===== src/hdl/cdoe_pkg.sv =====
// Shared constants, types and state encoding for the clock drift/offset estimator.
`default_nettype none

package cdoe_pkg;

    localparam int FRAC_BITS = 32;
    localparam int WORD_W    = 64;
    localparam int CNT_W     = 32;
    localparam int CFG_IDX_W = 8;

    localparam int DIFF_W    = WORD_W + 1;
    localparam int PROD_W    = 2 * DIFF_W;
    localparam int DVD_W     = 2 * WORD_W;
    localparam int T_W       = PROD_W + 2;
    localparam int DIV_CNT_W = $clog2(DVD_W + 1);
    localparam int MUL_CNT_W = $clog2(DIFF_W + 1);

    localparam logic [CFG_IDX_W-1:0] CFG_INITIAL_OFFSET = CFG_IDX_W'(0);
    localparam logic [CFG_IDX_W-1:0] CFG_INITIAL_SCALE  = CFG_IDX_W'(1);

    localparam logic [WORD_W-1:0] SCALE_ONE = WORD_W'(1) << FRAC_BITS;
    localparam logic [WORD_W-1:0] MIN_MAG   = WORD_W'(1) << (WORD_W - 1);
    localparam logic [WORD_W-1:0] MAX_POS   = ~MIN_MAG;
    localparam logic [CNT_W-1:0]  CNT_MAX   = '1;

    typedef enum logic [3:0] {
        ST_IDLE,
        ST_PREP,
        ST_SDIV,
        ST_SCALE,
        ST_MUL,
        ST_OFFS,
        ST_ACC,
        ST_UPD,
        ST_EDIV_O,
        ST_EDIV_S,
        ST_OUT
    } state_t;

    typedef struct packed {
        logic start;
        logic long_div;
    } div_req_t;

endpackage

`default_nettype wire


===== src/hdl/cdoe_div.sv =====
// Serial restoring divider, one quotient bit per cycle, 128 or 64 steps.
`default_nettype none

module cdoe_div (
    input  logic                          clk,
    input  logic                          rst_n,
    input  cdoe_pkg::div_req_t            req,
    input  logic [cdoe_pkg::DVD_W-1:0]    dividend,
    input  logic [cdoe_pkg::WORD_W-1:0]   divisor,
    output logic                          done,
    output logic [cdoe_pkg::DVD_W-1:0]    quotient
);
    import cdoe_pkg::*;

    logic [DVD_W-1:0]     dq_reg, dq_next;
    logic [WORD_W-1:0]    rem_reg, rem_next;
    logic [WORD_W-1:0]    dvs_reg;
    logic [DIV_CNT_W-1:0] cnt_reg;
    logic                 busy_reg;
    logic                 done_reg;
    logic [WORD_W:0]      rem_shift;
    logic                 ge;

    // dividend shifts out at the top while quotient bits enter at the bottom
    always_comb
    begin
        rem_shift = {rem_reg, dq_reg[DVD_W-1]};
        ge        = rem_shift >= {1'b0, dvs_reg};
        rem_next  = ge ? WORD_W'(rem_shift - {1'b0, dvs_reg}) : rem_shift[WORD_W-1:0];
        dq_next   = {dq_reg[DVD_W-2:0], ge};
    end

    always_ff @(posedge clk or negedge rst_n)
    begin
        if (!rst_n)
        begin
            cnt_reg  <= '0;
            busy_reg <= 1'b0;
            done_reg <= 1'b0;
        end
        else
        begin
            done_reg <= 1'b0;
            if (req.start)
            begin
                cnt_reg  <= req.long_div ? DIV_CNT_W'(DVD_W) : DIV_CNT_W'(WORD_W);
                busy_reg <= 1'b1;
            end
            else if (busy_reg)
            begin
                cnt_reg <= cnt_reg - DIV_CNT_W'(1);
                if (cnt_reg == DIV_CNT_W'(1))
                begin
                    busy_reg <= 1'b0;
                    done_reg <= 1'b1;
                end
            end
        end
    end

    always_ff @(posedge clk)
    begin
        if (req.start)
        begin
            dq_reg  <= dividend;
            rem_reg <= '0;
            dvs_reg <= divisor;
        end
        else if (busy_reg)
        begin
            dq_reg  <= dq_next;
            rem_reg <= rem_next;
        end
    end

    assign done     = done_reg;
    assign quotient = dq_reg;

endmodule

`default_nettype wire


===== config.mk =====
export PLATFORM = sky130hd
export DESIGN_NAME = cdoe_div
export DESIGN_NICKNAME = d
export VERILOG_FILES = /design/src/hdl/cdoe_pkg.sv /design/src/hdl/cdoe_div.sv
export SDC_FILE = /design/constraint.sdc
export NUM_CORES = 1
export LEC_CHECK = 0
export ABC_CLOCK_PERIOD_IN_PS = 3200
export BUFFER_PORTS_ARGS = -buffer_cell sky130_fd_sc_hd__buf_2
export CORE_UTILIZATION = 50
export DETAILED_ROUTE_END_ITERATION = 8
export GPL_ROUTABILITY_DRIVEN = 0
export GPL_TIMING_DRIVEN = 0
export PLACE_DENSITY = 0.77
export SYNTH_ARGS = -nofsm -noshare
export SYNTH_HDL_FRONTEND = slang
export SYNTH_SLANG_ARGS = --single-unit

===== constraint.sdc =====
create_clock -name clk -period 3.2 [get_ports clk]
set_clock_uncertainty 0.2 [all_clocks]
set_input_delay 0.64 -clock clk [delete_from_list [all_inputs] [get_ports clk]]
set_output_delay 0.64 -clock clk [all_outputs]
set_load 0.03 [all_outputs]

==> out/qor.txt <==
Die Y -> 175 µm
Crit path depth -> 14
crit path time final -> 3.35 ns
Final setup viols -> 50
Synth Warn # -> 0
post-synthesis sequential area ratio -> 48.7%
drt first pass iters -> 6
vias in the first global route -> 12,946
number of synthesized flops with an enable pin -> 192
Initial Util -> 51.5%
initial detailed-routing violation count -> 1,268
Met3 Routed Length -> 4500 µm
Clk pin slew, worst setup/hold paths -> 0.07 ns
count of final max-slew check failures -> 0
CP required -> 3.47 ns
Worst setup SP type -> flip-flop
port buffer count -> 324
Tcrit/Tclk final -> 105%
Synth area leaders -> edfxtp_1 38%, mux2_2 9.7%, dfxtp_1 8.6%
Register-to-Register Path Depth -> 14
WL met1 -> 17,300 µm
Via density -> 5.95
CP max-delay cell -> edfxtp_1
Worst VDD drop -> 0.596 mV
Total GRT Usage -> 29.2%
H-Tree Depth -> 1
top cell type by total area after synthesis -> edfxtp_1
CTS Buf Count -> 30
Leakage Power -> 0.00850 µW
post-synthesis async set-or-reset flop share -> 3.76%
Final Hold Viols -> 0
# DRC -> 0
hold slack -> 0.0270 ns
cell count after synthesis -> 1,392
ratio of cells with drive above 1 in the final layout -> 43.6%
Skew-Pair Late Insertion Delay -> 0.59 ns
Critical Path Sink Type -> flip-flop
crit-path cells -> inv_1 > ha_2 > fa_2 > nor2b_4 > o2111a_1 > o211ai_1 > buf_4 > nand3_4 > a211oi_4 > o31a_2 > a21oi_4 > a2111oi_2 > a31oi_1 > a311oi_1
post-synthesis register bit count -> 266
most common cell in the netlist -> edfxtp_1
Cell variety after synth -> 83
hold depth -> 1
initial antenna violation count -> 7
IO Pins -> 325
MaxCap Viol Count -> 0
Layout area overhead -> 33.2%
CP Buf/Inv Count -> 2
critical path's top delay family -> compound AO/OA/AOI/OAI gates
RSZ-0062 raised after global routing -> yes
CTS tree -> yes
post-synth top area share -> 38.5%
max reg flops -> 128
Max Freq -> 299 MHz
HPWL Detailed -> 32,900 µm
largest net degree at the start of global routing -> 70
Clock Sinks -> 266
final worst slack -> -0.146 ns
Hold Crit Class -> in2reg
uppermost layer routed -> met5
CP Data Arrival Time -> 3.61 ns
violated checks -> setup timing
Die X-Extent -> 175 µm
synthesized area per cell -> 10.8 µm²
die area -> 30,600 µm²
Crit Path Class -> reg2reg
Post-synth top cells -> 192 x edfxtp_1, 129 x mux2_2, 110 x nor2_1
dpl ws -> -0.878 ns
top_reg_cell synth -> edfxtp_1
post-synthesis net count -> 1,655
Vias -> 13,201
Crit Path Max Fanout -> 4
Max stage delay on crit path -> 0.42 ns
status -> complete, but fails checks
Nets -> 2,071
clk buf depth -> 3
Slew HR -> 34.2%
Core ar. -> 29,100 µm²
final wirelength -> 48,400 µm
total grt overflow -> 0
P per Cell Area -> 931 nW/µm²
number of core rows -> 62
metal2 WL -> 23,100 µm
Root Buffer -> clkbuf_16
Antenna Violating Nets Remaining -> 0
global-route wire length before repair -> 69,500 µm
Avg WL per Cell -> 21.8 µm
Worst Tran Pin Value -> 0.987 ns
Post-Syn Area -> 15,000 µm²
[routing by layer]
metal,GRT usage [%],up-vias
li1,-,5960
met1,33.5,6222
met2,49.1,774
met3,6.98,235
met4,17.8,10
met5,0,-
[final cells by class]
cell class / count / area, µm²
Antenna cell: 3 / 7.51
Multi-Input combinational cell: 955 / 7870
Timing Repair Buffer: 388 / 2330
Fill cell: 2077 / 9140
Inverter: 89 / 335
Tap cell: 384 / 480
Clock buffer: 38 / 791
Buffer: 78 / 644
Clock inverter: 17 / 184
Sequential cell: 266 / 7300
[worst reg2reg max path: stages (launching register included)]
cell,delay (ns)
edfxtp_1,0.42
inv_1,0.09
ha_2,0.19
fa_2,0.23
nor2b_4,0.06
o2111a_1,0.26
o211ai_1,0.17
buf_4,0.17
nand3_4,0.10
a211oi_4,0.32
o31a_2,0.20
a21oi_4,0.07
a2111oi_2,0.37
a31oi_1,0.11
a311oi_1,0.27
[worst paths after layout]
kind / end / from / slack, ns
worst min-delay path: dvs_reg[57] / divisor[57] / 0.03
min in group asynchronous: done / rst_n / 0.29
worst min register to register: rem_reg[13] / rem_reg[13] / 0.31
max in group asynchronous: cnt_reg[2] / rst_n / 2.31
worst max register to register: rem_reg[62] / quotient[127] / -0.15
worst max-delay path: rem_reg[62] / quotient[127] / -0.15
[cells in the final DEF, fill, tap and decap left out, drive strengths merged, types with 4 or more instances in the layout]
master,n
nor3,23
o211a,6
nor2b,14
xnor2,34
o21ai,63
nand4,23
ha,66
a311oi,10
dfxtp,64
or2,9
mux2,129
a211oi,33
o21bai,18
o21a,7
o31ai,5
a21o,32
o22ai,6
nand2,90
dfrtp,10
a21oi,109
edfxtp,192
mux2i,9
xor2,25
nor4,4
clkbuf,77
buf,424
nor2,110
clkinv,13
nand2b,9
and3,9
inv,88
a21boi,6
a2111oi,4
nand3,20
a31oi,13
and2,5
nand3b,4
o211ai,23
[kinds of logic (layout without fill, tap and decap cells)]
logic type | count (synthesis) | count (layout) | synth area share, %
AO/OA/AOI/OAI | 359 | 359 | 16.0
AND/OR/NAND/NOR | 332 | 332 | 10.5
flip-flops | 266 | 266 | 48.7
buffers and inverters | 171 | 610 | 5.33
multiplexers | 138 | 138 | 10.3
adder cells (fa/ha/maj) | 67 | 67 | 5.65
XOR/XNOR | 59 | 59 | 3.45
other | 0 | 3 | 0
[power by group]
group / total [µW] / internal, µW / switching, µW
combinational: 10000 / 4390 / 5620
sequential: 5130 / 4500 / 629
clock: 3430 / 1990 / 1450
[through the flow]
stage,area (µm²),TNS (ns),utilization (%),total power [µW],cells
2_1_floorplan,15000,0,-,10400,1392
3_3_place_gp,17100,-287.36,58.7,12100,2100
3_5_place_dp,17200,-111.07,59.0,12300,2103
4_1_cts,18800,-0.521,64.7,16600,2185
5_1_grt,19900,-7.86,68.6,19300,2217
6_report,19900,-2.50,68.6,18600,2218
[what timing repair did]
| action | 4_1_cts | 5_1_grt |
|---|---|---|
| pin swaps | 31 | 92 |
| resized for setup | 98 | 202 |
| hold endpoints to repair | 12 | 0 |
| gates cloned | 2 | 3 |
| endpoints found under the setup margin | 82 | 65 |
| hold buffers | 3 | 0 |
| setup buffers | 22 | 31 |
Power figures use the tool's default switching activity.
