### config.mk
export PLATFORM = sky130hd
export DESIGN_NAME = cdoe_mul
export DESIGN_NICKNAME = d
export VERILOG_FILES = /design/src/hdl/cdoe_pkg.sv /design/src/hdl/cdoe_mul.sv
export SDC_FILE = /design/constraint.sdc
export NUM_CORES = 1
export LEC_CHECK = 0
export BUFFER_PORTS_ARGS = -buffer_cell sky130_fd_sc_hd__buf_2
export CAP_MARGIN = 20
export CORE_ASPECT_RATIO = 0.6
export CORE_MARGIN = 4
export CORE_UTILIZATION = 40
export DETAILED_ROUTE_END_ITERATION = 10
export PLACE_DENSITY = 0.64
export SLEW_MARGIN = 20
export SYNTH_ARGS = -nofsm -noshare
export SYNTH_HDL_FRONTEND = slang
export SYNTH_SLANG_ARGS = --single-unit
### constraint.sdc
create_clock -name clk -period 4.5 [get_ports clk]
set_input_delay 0.225 -clock clk [delete_from_list [all_inputs] [get_ports clk]]
set_output_delay 0.225 -clock clk [all_outputs]
set_load 0.01 [all_outputs]
### src/hdl/cdoe_pkg.sv
// Shared constants, types and state encoding for the clock drift/offset estimator.
`default_nettype none

package cdoe_pkg;

    localparam int FRAC_BITS = 32;
    localparam int WORD_W    = 64;
    localparam int CNT_W     = 32;
    localparam int CFG_IDX_W = 8;

    localparam int DIFF_W    = WORD_W + 1;
    localparam int PROD_W    = 2 * DIFF_W;
    localparam int DVD_W     = 2 * WORD_W;
    localparam int T_W       = PROD_W + 2;
    localparam int DIV_CNT_W = $clog2(DVD_W + 1);
    localparam int MUL_CNT_W = $clog2(DIFF_W + 1);

    localparam logic [CFG_IDX_W-1:0] CFG_INITIAL_OFFSET = CFG_IDX_W'(0);
    localparam logic [CFG_IDX_W-1:0] CFG_INITIAL_SCALE  = CFG_IDX_W'(1);

    localparam logic [WORD_W-1:0] SCALE_ONE = WORD_W'(1) << FRAC_BITS;
    localparam logic [WORD_W-1:0] MIN_MAG   = WORD_W'(1) << (WORD_W - 1);
    localparam logic [WORD_W-1:0] MAX_POS   = ~MIN_MAG;
    localparam logic [CNT_W-1:0]  CNT_MAX   = '1;

    typedef enum logic [3:0] {
        ST_IDLE,
        ST_PREP,
        ST_SDIV,
        ST_SCALE,
        ST_MUL,
        ST_OFFS,
        ST_ACC,
        ST_UPD,
        ST_EDIV_O,
        ST_EDIV_S,
        ST_OUT
    } state_t;

    typedef struct packed {
        logic start;
        logic long_div;
    } div_req_t;

endpackage

`default_nettype wire

### src/hdl/cdoe_mul.sv
// Serial shift-add multiplier for unsigned magnitudes, one multiplier bit per cycle.
`default_nettype none

module cdoe_mul (
    input  logic                          clk,
    input  logic                          rst_n,
    input  logic                          start,
    input  logic [cdoe_pkg::WORD_W-1:0]   mcand,
    input  logic [cdoe_pkg::DIFF_W-1:0]   mplier,
    output logic                          done,
    output logic [cdoe_pkg::PROD_W-1:0]   product
);
    import cdoe_pkg::*;

    logic [DIFF_W-1:0]    hi_reg;
    logic [DIFF_W-1:0]    lo_reg;
    logic [WORD_W-1:0]    mcand_reg;
    logic [MUL_CNT_W-1:0] cnt_reg;
    logic                 busy_reg;
    logic                 done_reg;
    logic [DIFF_W:0]      psum;

    always_comb
    begin
        psum = {1'b0, hi_reg}
             + (lo_reg[0] ? (DIFF_W + 1)'(mcand_reg) : (DIFF_W + 1)'(0));
    end

    always_ff @(posedge clk or negedge rst_n)
    begin
        if (!rst_n)
        begin
            cnt_reg  <= '0;
            busy_reg <= 1'b0;
            done_reg <= 1'b0;
        end
        else
        begin
            done_reg <= 1'b0;
            if (start)
            begin
                cnt_reg  <= MUL_CNT_W'(DIFF_W);
                busy_reg <= 1'b1;
            end
            else if (busy_reg)
            begin
                cnt_reg <= cnt_reg - MUL_CNT_W'(1);
                if (cnt_reg == MUL_CNT_W'(1))
                begin
                    busy_reg <= 1'b0;
                    done_reg <= 1'b1;
                end
            end
        end
    end

    always_ff @(posedge clk)
    begin
        if (start)
        begin
            hi_reg    <= '0;
            lo_reg    <= mplier;
            mcand_reg <= mcand;
        end
        else if (busy_reg)
        begin
            hi_reg <= psum[DIFF_W:1];
            lo_reg <= {psum[0], lo_reg[DIFF_W-1:1]};
        end
    end

    assign done    = done_reg;
    assign product = {hi_reg, lo_reg};

endmodule

`default_nettype wire

==> metrics.md, run 1 <==
| Metric | Value |
|---|---|
| Most area-hungry cell type in the Yosys netlist | edfxtp_1 |
| Via count | 9,522 |
| Classification of the worst setup path | reg2reg |
| Sequential element share of the synthesized area | 47.3% |
| DR WL/cell | about 18 um |
| First-pass GRT wire length | 51,900 um |
| DRT iter0 DRCs | 722 |
| Maximum VDD drop | approximately 0.3 mV |
| Post-cts repair resize count | 0 |
| Starting density of the core | between 40% and 50% |
| Final HPWL DP | 23,300 um |
| Root Driver | clkbuf_16 |
| Critical path arrival | around 4500 ps |
| Post CTS Setup Buffer Count | 0 |
| TritonRoute pass-1 iters | 5 |
| Placeable Area | ~28,000 um^2 |
| Port bufs | 262 |
| Number of global-route vias before repair | between 9,000 and 10,000 |
| Setup crit end kind | flip-flop |
| Clk_skew | between 9 and 10 ps |
| Worst Tran Pin Value | 983 ps |
| Max FO, Critical Path | 14 |
| Worst skew pair latency | 520 ps |
| F_max | between 200 and 250 MHz |
| Ports | ~260 |
| Ys Warns | 0 |
| Avg Synthesized Cell Area | roughly 11 um^2 |
| RSZ-0062 raised after global routing | false |
| WHS | between 20 and 25 ps |
| Die area | about 31,000 um^2 |
| EDFF count, synth | 129 |
| Ys flop type | edfxtp_1 |
| Post-synthesis register bit count | just over 200 |
| Mapped Nets | 1,279 |
| Syn Inst Count | 1,080 |
| Top cells by area, synth | edfxtp_1, dfxtp_1, ha_1, mux2_2, and2_1 |
| Largest net degree at the start of global routing | 77 |
| Die H | 139 um |
| Startpoint Class | flip-flop |
| Ys async rst share | about 4.4% |
| Clk pin slew, worst setup/hold paths | around 60 ps |
| Most common cell after layout, fill and taps aside | buf_2 |
| Slew Viols, Final | 0 |
| GR Util All Layers | between 20% and 30% |
| Count of different cell masters after synthesis | 70 |
| Most frequent cells in the layout | buf_2, edfxtp_1, dlygate4sd3_1 |
| Synth top area share | 33.9% |
| Via density | 5.24 |
| Slew margin rel. | between 30% and 40% |
| Area delta synth->final | 30.1% |
| PwrDens | about 560 nW/um^2 |
| Rows | 47 |
| Setup TNS | 0 ps |
| Status | complete, no violations |
| # setup viols final | 0 |
| Layout Nets | approximately 1,600 |
| TritonCTS buffer count | 23 |
| Mapped Area | between 10,000 and 15,000 um^2 |
| CTS max path bufs | 3 |
| Fin. Hold Viols | 0 |
| CTS tree | done |
| Final ANT Viol Nets | 0 |
| # H-tree levels | 1 |
| WP data required | ~5000 ps |
| Leakage | about 6.7 nW |
| DRC | 0 |
| Period utilization | between 90% and 100% |
| Gp weighted congestion | about 0.9 |
| # Max-Cap Violations | 0 |
| Worst hold path type | in2reg |
| Drt total wl | 32,700 um |
| Die width | between 200 and 250 um |
| Final Critical Period | ~4100 ps |
| Layout cells sized above 1 | approximately a quarter |
| Antenna violations before repair | 1 |
| Global route total overflow | 0 |
| Sink Count | 203 |
[stage by stage]
stage | utilization (%) | total power [mW] | worst slack (ps) | instances | area (um^2)
after floorplan | - | 5.28 | 765 | 1080 | 11400
after global placement | 46.5 | 6.28 | 598 | 1658 | 12900
after detailed placement | 46.5 | 6.31 | 469 | 1658 | 12900
after CTS | 53.4 | 8.31 | 454 | 1817 | 14900
after global routing | 53.4 | 8.86 | 215 | 1818 | 14900
final | 53.4 | 8.30 | 414 | 1818 | 14900
[report_power, final]
part | total [mW] | internal, mW | switching (mW)
Sequential | 2.89 | 2.50 | 0.392
Clock | 1.88 | 1.09 | 0.782
Combinational | 3.53 | 1.48 | 2.05
[worst paths after layout]
check	startpoint	endpoint	slack (ps)	cells after the start
min in group asynchronous	rst_n	cnt_reg[1]	110	2
worst max-delay path	lo_reg[0]	hi_reg[64]	410	13
max in group asynchronous	rst_n	busy_reg	4180	2
worst max register to register	lo_reg[0]	hi_reg[64]	410	13
worst min register to register	hi_reg[50]	hi_reg[50]	480	2
worst min-delay path	mplier[48]	lo_reg[48]	20	2
[repair_timing]
item                                    in CTS  in global routing
endpoints found under the setup margin       0                  0
hold buffers                               118                  0
hold endpoints to repair                   126                  0
[worst max-delay path: stages, from the launching register on]
cell and delay (ps):
edfxtp_1 610, buf_4 290, and2_1 150, ha_1 360, a21oi_1 190, o21ai_1 110, a311o_1 360, a21oi_1 190
nand3_1 100, or3b_1 430, a31oi_1 570, o21ai_1 250, a41oi_1 270, nor3b_1 70
[cells by family (layout without fill, tap and decap cells)]
| kind of cell | after synthesis | count (layout) | share of synthesized area (%) |
|---|---|---|---|
| other | 0 | 1 | 0 |
| buffers and inverters | 81 | 451 | 3.63 |
| adders and majority gates | 67 | 67 | 7.41 |
| DFF | 203 | 203 | 47.3 |
| and+or+nand+nor | 317 | 317 | 13.5 |
| muxes | 98 | 98 | 9.30 |
| AOI/OAI and AO/OA | 251 | 251 | 14.0 |
| xor gates and xnor gates | 63 | 63 | 4.83 |
[Yosys cell counts, types with 5 or more instances]
| cell type | instances |
|---|---|
| a211oi_1 | 11 |
| a21o_1 | 38 |
| a21oi_1 | 75 |
| a31oi_1 | 9 |
| and2_1 | 64 |
| buf_6 | 5 |
| clkbuf_1 | 39 |
| dfrtp_1 | 9 |
| dfxtp_1 | 65 |
| edfxtp_1 | 129 |
| ha_1 | 66 |
| inv_1 | 21 |
| mux2_2 | 65 |
| mux2i_1 | 33 |
| nand2_1 | 84 |
| nand2b_1 | 10 |
| nand3_1 | 6 |
| nand4_1 | 28 |
| nor2_1 | 92 |
| nor3_1 | 10 |
| o211ai_1 | 6 |
| o21a_1 | 8 |
| o21ai_0 | 58 |
| o21ai_1 | 5 |
| o21bai_1 | 10 |
| xnor2_1 | 37 |
| xor2_1 | 26 |
[metal layers]
layer  vias up  share of wire (%)  GRT usage (%)
met3        56                7.5           4.91
met5         -                  0              0
met1      4532                 48           30.6
met4         0                2.1           4.29
li1       4636                  -              -
met2       298                 42           29.3
[cell type report]
type	instances	area (um^2)
fillers	2520	13000
multi-input cells	796	5610
flip-flops and latches	203	5400
repair buffers	389	2570
clock buffers	30	622
well taps	367	459
clock inverters	11	120
inverters	21	78.8
diodes	1	2.50
(Power assumes the default switching activity.)
==> inputs of run 2 (changes only) <==
ABC_AREA = 1   (was not set)
PLACE_DENSITY = 0.63   (was 0.64)
==> run 2 against run 1 <==
Clock-buffer cell count fell by 3. Non-clock buffer count increased by 12. Sequential cell count stayed put. First-iteration DRC count is 92% higher. Setup slack improved by 1100 ps. Final area up 18%. Via count is 50% higher. Power fell by 21%. Combinational power down 45%. Hold slack improved by 71 ps. Synthesized cell count rose by 93%. Critical endpoint is now hi_reg[51]. Largest cell class unchanged. Highest routed layer unchanged.
==> metrics.md, run 2 <==
| Metric | Value |
|---|---|
| Top cells by area, synth | edfxtp_1, nand2_1, inv_1, dfxtp_1, ha_1 |
| Final Critical Period | 2990 ps (-1100 ps) |
| ANT cells | 0 (-1) |
| Setup crit end kind | flip-flop |
| Worst hold path type | in2async |
| Most frequent cells in the layout | nand2_1, inv_1, buf_2 |
| Ports | 263 (unchanged) |
| Cell with the most instances after synthesis | nand2_1 |
| Clk_skew | 20.0 ps (+10.5 ps) |
| Worst skew pair latency | 550 ps (+30 ps) |
| Max FO, Critical Path | 31 (+17) |
| Classification of the worst setup path | reg2reg |
| Clk pin slew, worst setup/hold paths | 70 ps (about the same) |
| Period utilization | 66.4% (-24 points) |
| Die H | 151 um (+8.6%) |
| Root Driver | clkbuf_16 |
| Setup TNS | 0 ps (unchanged) |
| Status | complete, no violations |
| Die area | 37,100 um^2 (+18%) |
| # H-tree levels | 1 (unchanged) |
| TritonRoute pass-1 iters | 5 (unchanged) |
| Gp weighted congestion | 1.04 (+15%) |
| Slew Viols, Final | 0 (unchanged) |
| Slowest stage delay, CP | 350 ps (-260 ps) |
| Placed cell area | 15,400 um^2 (+19%) |
| Sink Count | 203 (unchanged) |
| Most common cell after layout, fill and taps aside | nand2_1 |
| Sequential element share of the synthesized area | 39.7% (-7.6 points) |
| Slew margin rel. | 34.7% (+0.23 points) |
| Port bufs | 262 (unchanged) |
| Placed insts | 2,772 (+67%) |
| Critical path arrival | 3440 ps (-1030 ps) |
| PwrDens | 374 nW/um^2 (-33%) |
| Startpoint Class | flip-flop |
| Post-cts repair resize count | 0 (unchanged) |
| Drt total wl | 50,900 um (+56%) |
| Commonest cells post-synth | nand2_1, inv_1, edfxtp_1, nor2_1, nand3_1 |
| TritonCTS buffer count | 23 (unchanged) |
| CTS tree | done |
| Via density | 4.85 (-7.4%) |
| Final HPWL DP | 39,200 um (+68%) |
| Ys flop type | edfxtp_1 |
| Leakage | 10.1 nW (+52%) |
| Most area-hungry cell type in the Yosys netlist | edfxtp_1 |
| CP Cell Sequence | buf_4, nand2_1, inv_1, ha_1, inv_1, fa_1, inv_1, nand2_1, nand2_1, and2_1, nand3_1, nand3_1, nand2_1, nand3_1, nand2_1, nand3_1, nand2_1 |
| Count of different cell masters after synthesis | 34 (-51%) |
| Mapped Area | 13,600 um^2 (+19%) |
| # Max-Cap Violations | 0 (unchanged) |
| Syn Inst Count | 2,086 (+93%) |
| Layout Nets | 2,676 (+64%) |
| Maximum VDD drop | 0.286 mV (-2.7%) |
| CTS max path bufs | 3 (unchanged) |
| Largest net degree at the start of global routing | 65 (-16%) |
| Layout cells sized above 1 | 14.5% (-12 points) |
| First-pass GRT wire length | 76,600 um (+47%) |
| F_max | 334 MHz (+37%) |
| Reg2reg setup slack | 1510 ps (+1100 ps) |
| Final non-filler cell total | 2,944 (+62%) |
| Starting density of the core | 41.2% (+0.15 points) |
| Final Instance Area | 17,600 um^2 (+18%) |
| DR WL/cell | 17.3 um (-3.8%) |
| Fin. Hold Viols | 0 (unchanged) |
| Synth top area share | 28.5% (-5.4 points) |
| WP data required | 4950 ps (+60 ps) |
| Area delta synth->final | 29.2% |
| Global route total overflow | 0 (unchanged) |
| Antenna violations before repair | 0 (-1) |
| DRC | 0 (unchanged) |
| Post-synthesis register bit count | 203 (unchanged) |
| Placeable Area | 33,000 um^2 (+19%) |
| Mapped Nets | 2,285 (+79%) |
| Final ANT Viol Nets | 0 (unchanged) |
| DRT iter0 DRCs | 1,387 (+92%) |
| EDFF count, synth | 129 (unchanged) |
| RSZ-0062 raised after global routing | false |
| Avg Synthesized Cell Area | 6.52 um^2 (-38%) |
| # setup viols final | 0 (unchanged) |
| Ys async rst share | 4.43% (unchanged) |
| Via count | 14,300 (+50%) |
| Number of global-route vias before repair | 13,100 (+38%) |
| Ys Warns | 0 (unchanged) |
| Die width | 246 um (+8.8%) |
| GR Util All Layers | 26.8% (+6.6 points) |
| Rows | 51 (+8.5%) |
| Slowest cell on crit path | buf_4 |
| Cell mode on critical path | nand2_1 |
| Worst Tran Pin Value | 979 ps (-4.51 ps) |
[run 2: changes by cell type in the layout (fill, tap and decap cells not counted), moves of 22 or more]
cell	before	now
nand2_1	84	971
inv_1	20	413
nand3_1	6	80
mux2_2	65	0
and2_1	64	3
a21o_1	38	0
mux2i_1	33	0
xnor2_1	37	4
o21ai_0	58	33
xor2_1	26	1
nor2_1	91	113
[run 2: logic make-up (layout without fill, tap and decap cells)]
logic type / after synthesis / after routing / share of synthesized area, %
flip-flops: 203 / 203 / 39.7
XOR/XNOR: 5 / 5 / 0.322
adder cells (fa/ha/maj): 67 / 67 / 6.22
buffers and inverters: 452 / 860 / 12.5
AO/OA/AOI/OAI: 117 / 117 / 4.44
AND/OR/NAND/NOR: 1242 / 1242 / 36.7
[run 2: critical path: cells and delay by family (launching register included)]
family                   cells  cell delay [ps]
flip-flops                   1              340
buffers and inverters        4              630
adder cells (fa/ha/maj)      2              500
AND/OR/NAND/NOR             11             1420
[run 2: worst paths after layout]
kind / startpoint / end / cells past startpoint
max in group asynchronous: rst_n / busy_reg / 2
min in group clk: start / mcand_reg[20] / 1
setup / recovery: lo_reg[0] / hi_reg[51] / 17
hold reg to reg: hi_reg[21] / hi_reg[21] / 2
setup reg to reg: lo_reg[0] / hi_reg[51] / 17
hold / removal: rst_n / done / 2
[run 2: area by class of cell]
| type | count | area (um^2) |
|---|---|---|
| inverters | 417 | 1570 |
| multi-input cells | 1431 | 6490 |
| well taps | 450 | 563 |
| clock inverters | 15 | 236 |
| repair buffers | 401 | 2680 |
| flip-flops and latches | 203 | 5400 |
| fillers | 3312 | 15400 |
| clock buffers | 27 | 621 |
[run 2: per-layer routing]
metal | global-route usage (%) | wire (um)
met3 | 5.73 | 5000
met5 | 0 | 0
met4 | 4.56 | 922
met2 | 36.3 | 19300
met1 | 43.5 | 25700
[run 2: what timing repair did]
item                      in CTS  in global routing
buffers inserted               0                  0
hold endpoints to repair     138                  0
hold buffers                 130                  0
[run 2: report_power, final]
part	switching (mW)	internal, mW	leakage (nW)
clock network	0.862	1.29	0.396
logic	1.23	0.694	7.71
registers	0.217	2.27	1.99
[run 2: through the flow]
step	setup WS (ps)	util (%)	hold slack [ps]	total power, mW
after floorplan	2040	-	-70.6	3.59
after global placement	1600	46.7	92.3	4.30
after detailed placement	1550	46.7	90.9	4.32
after CTS	1550	53.2	54.7	6.58
after global routing	1260	53.2	94.3	6.93
final	1510	53.2	90.9	6.57
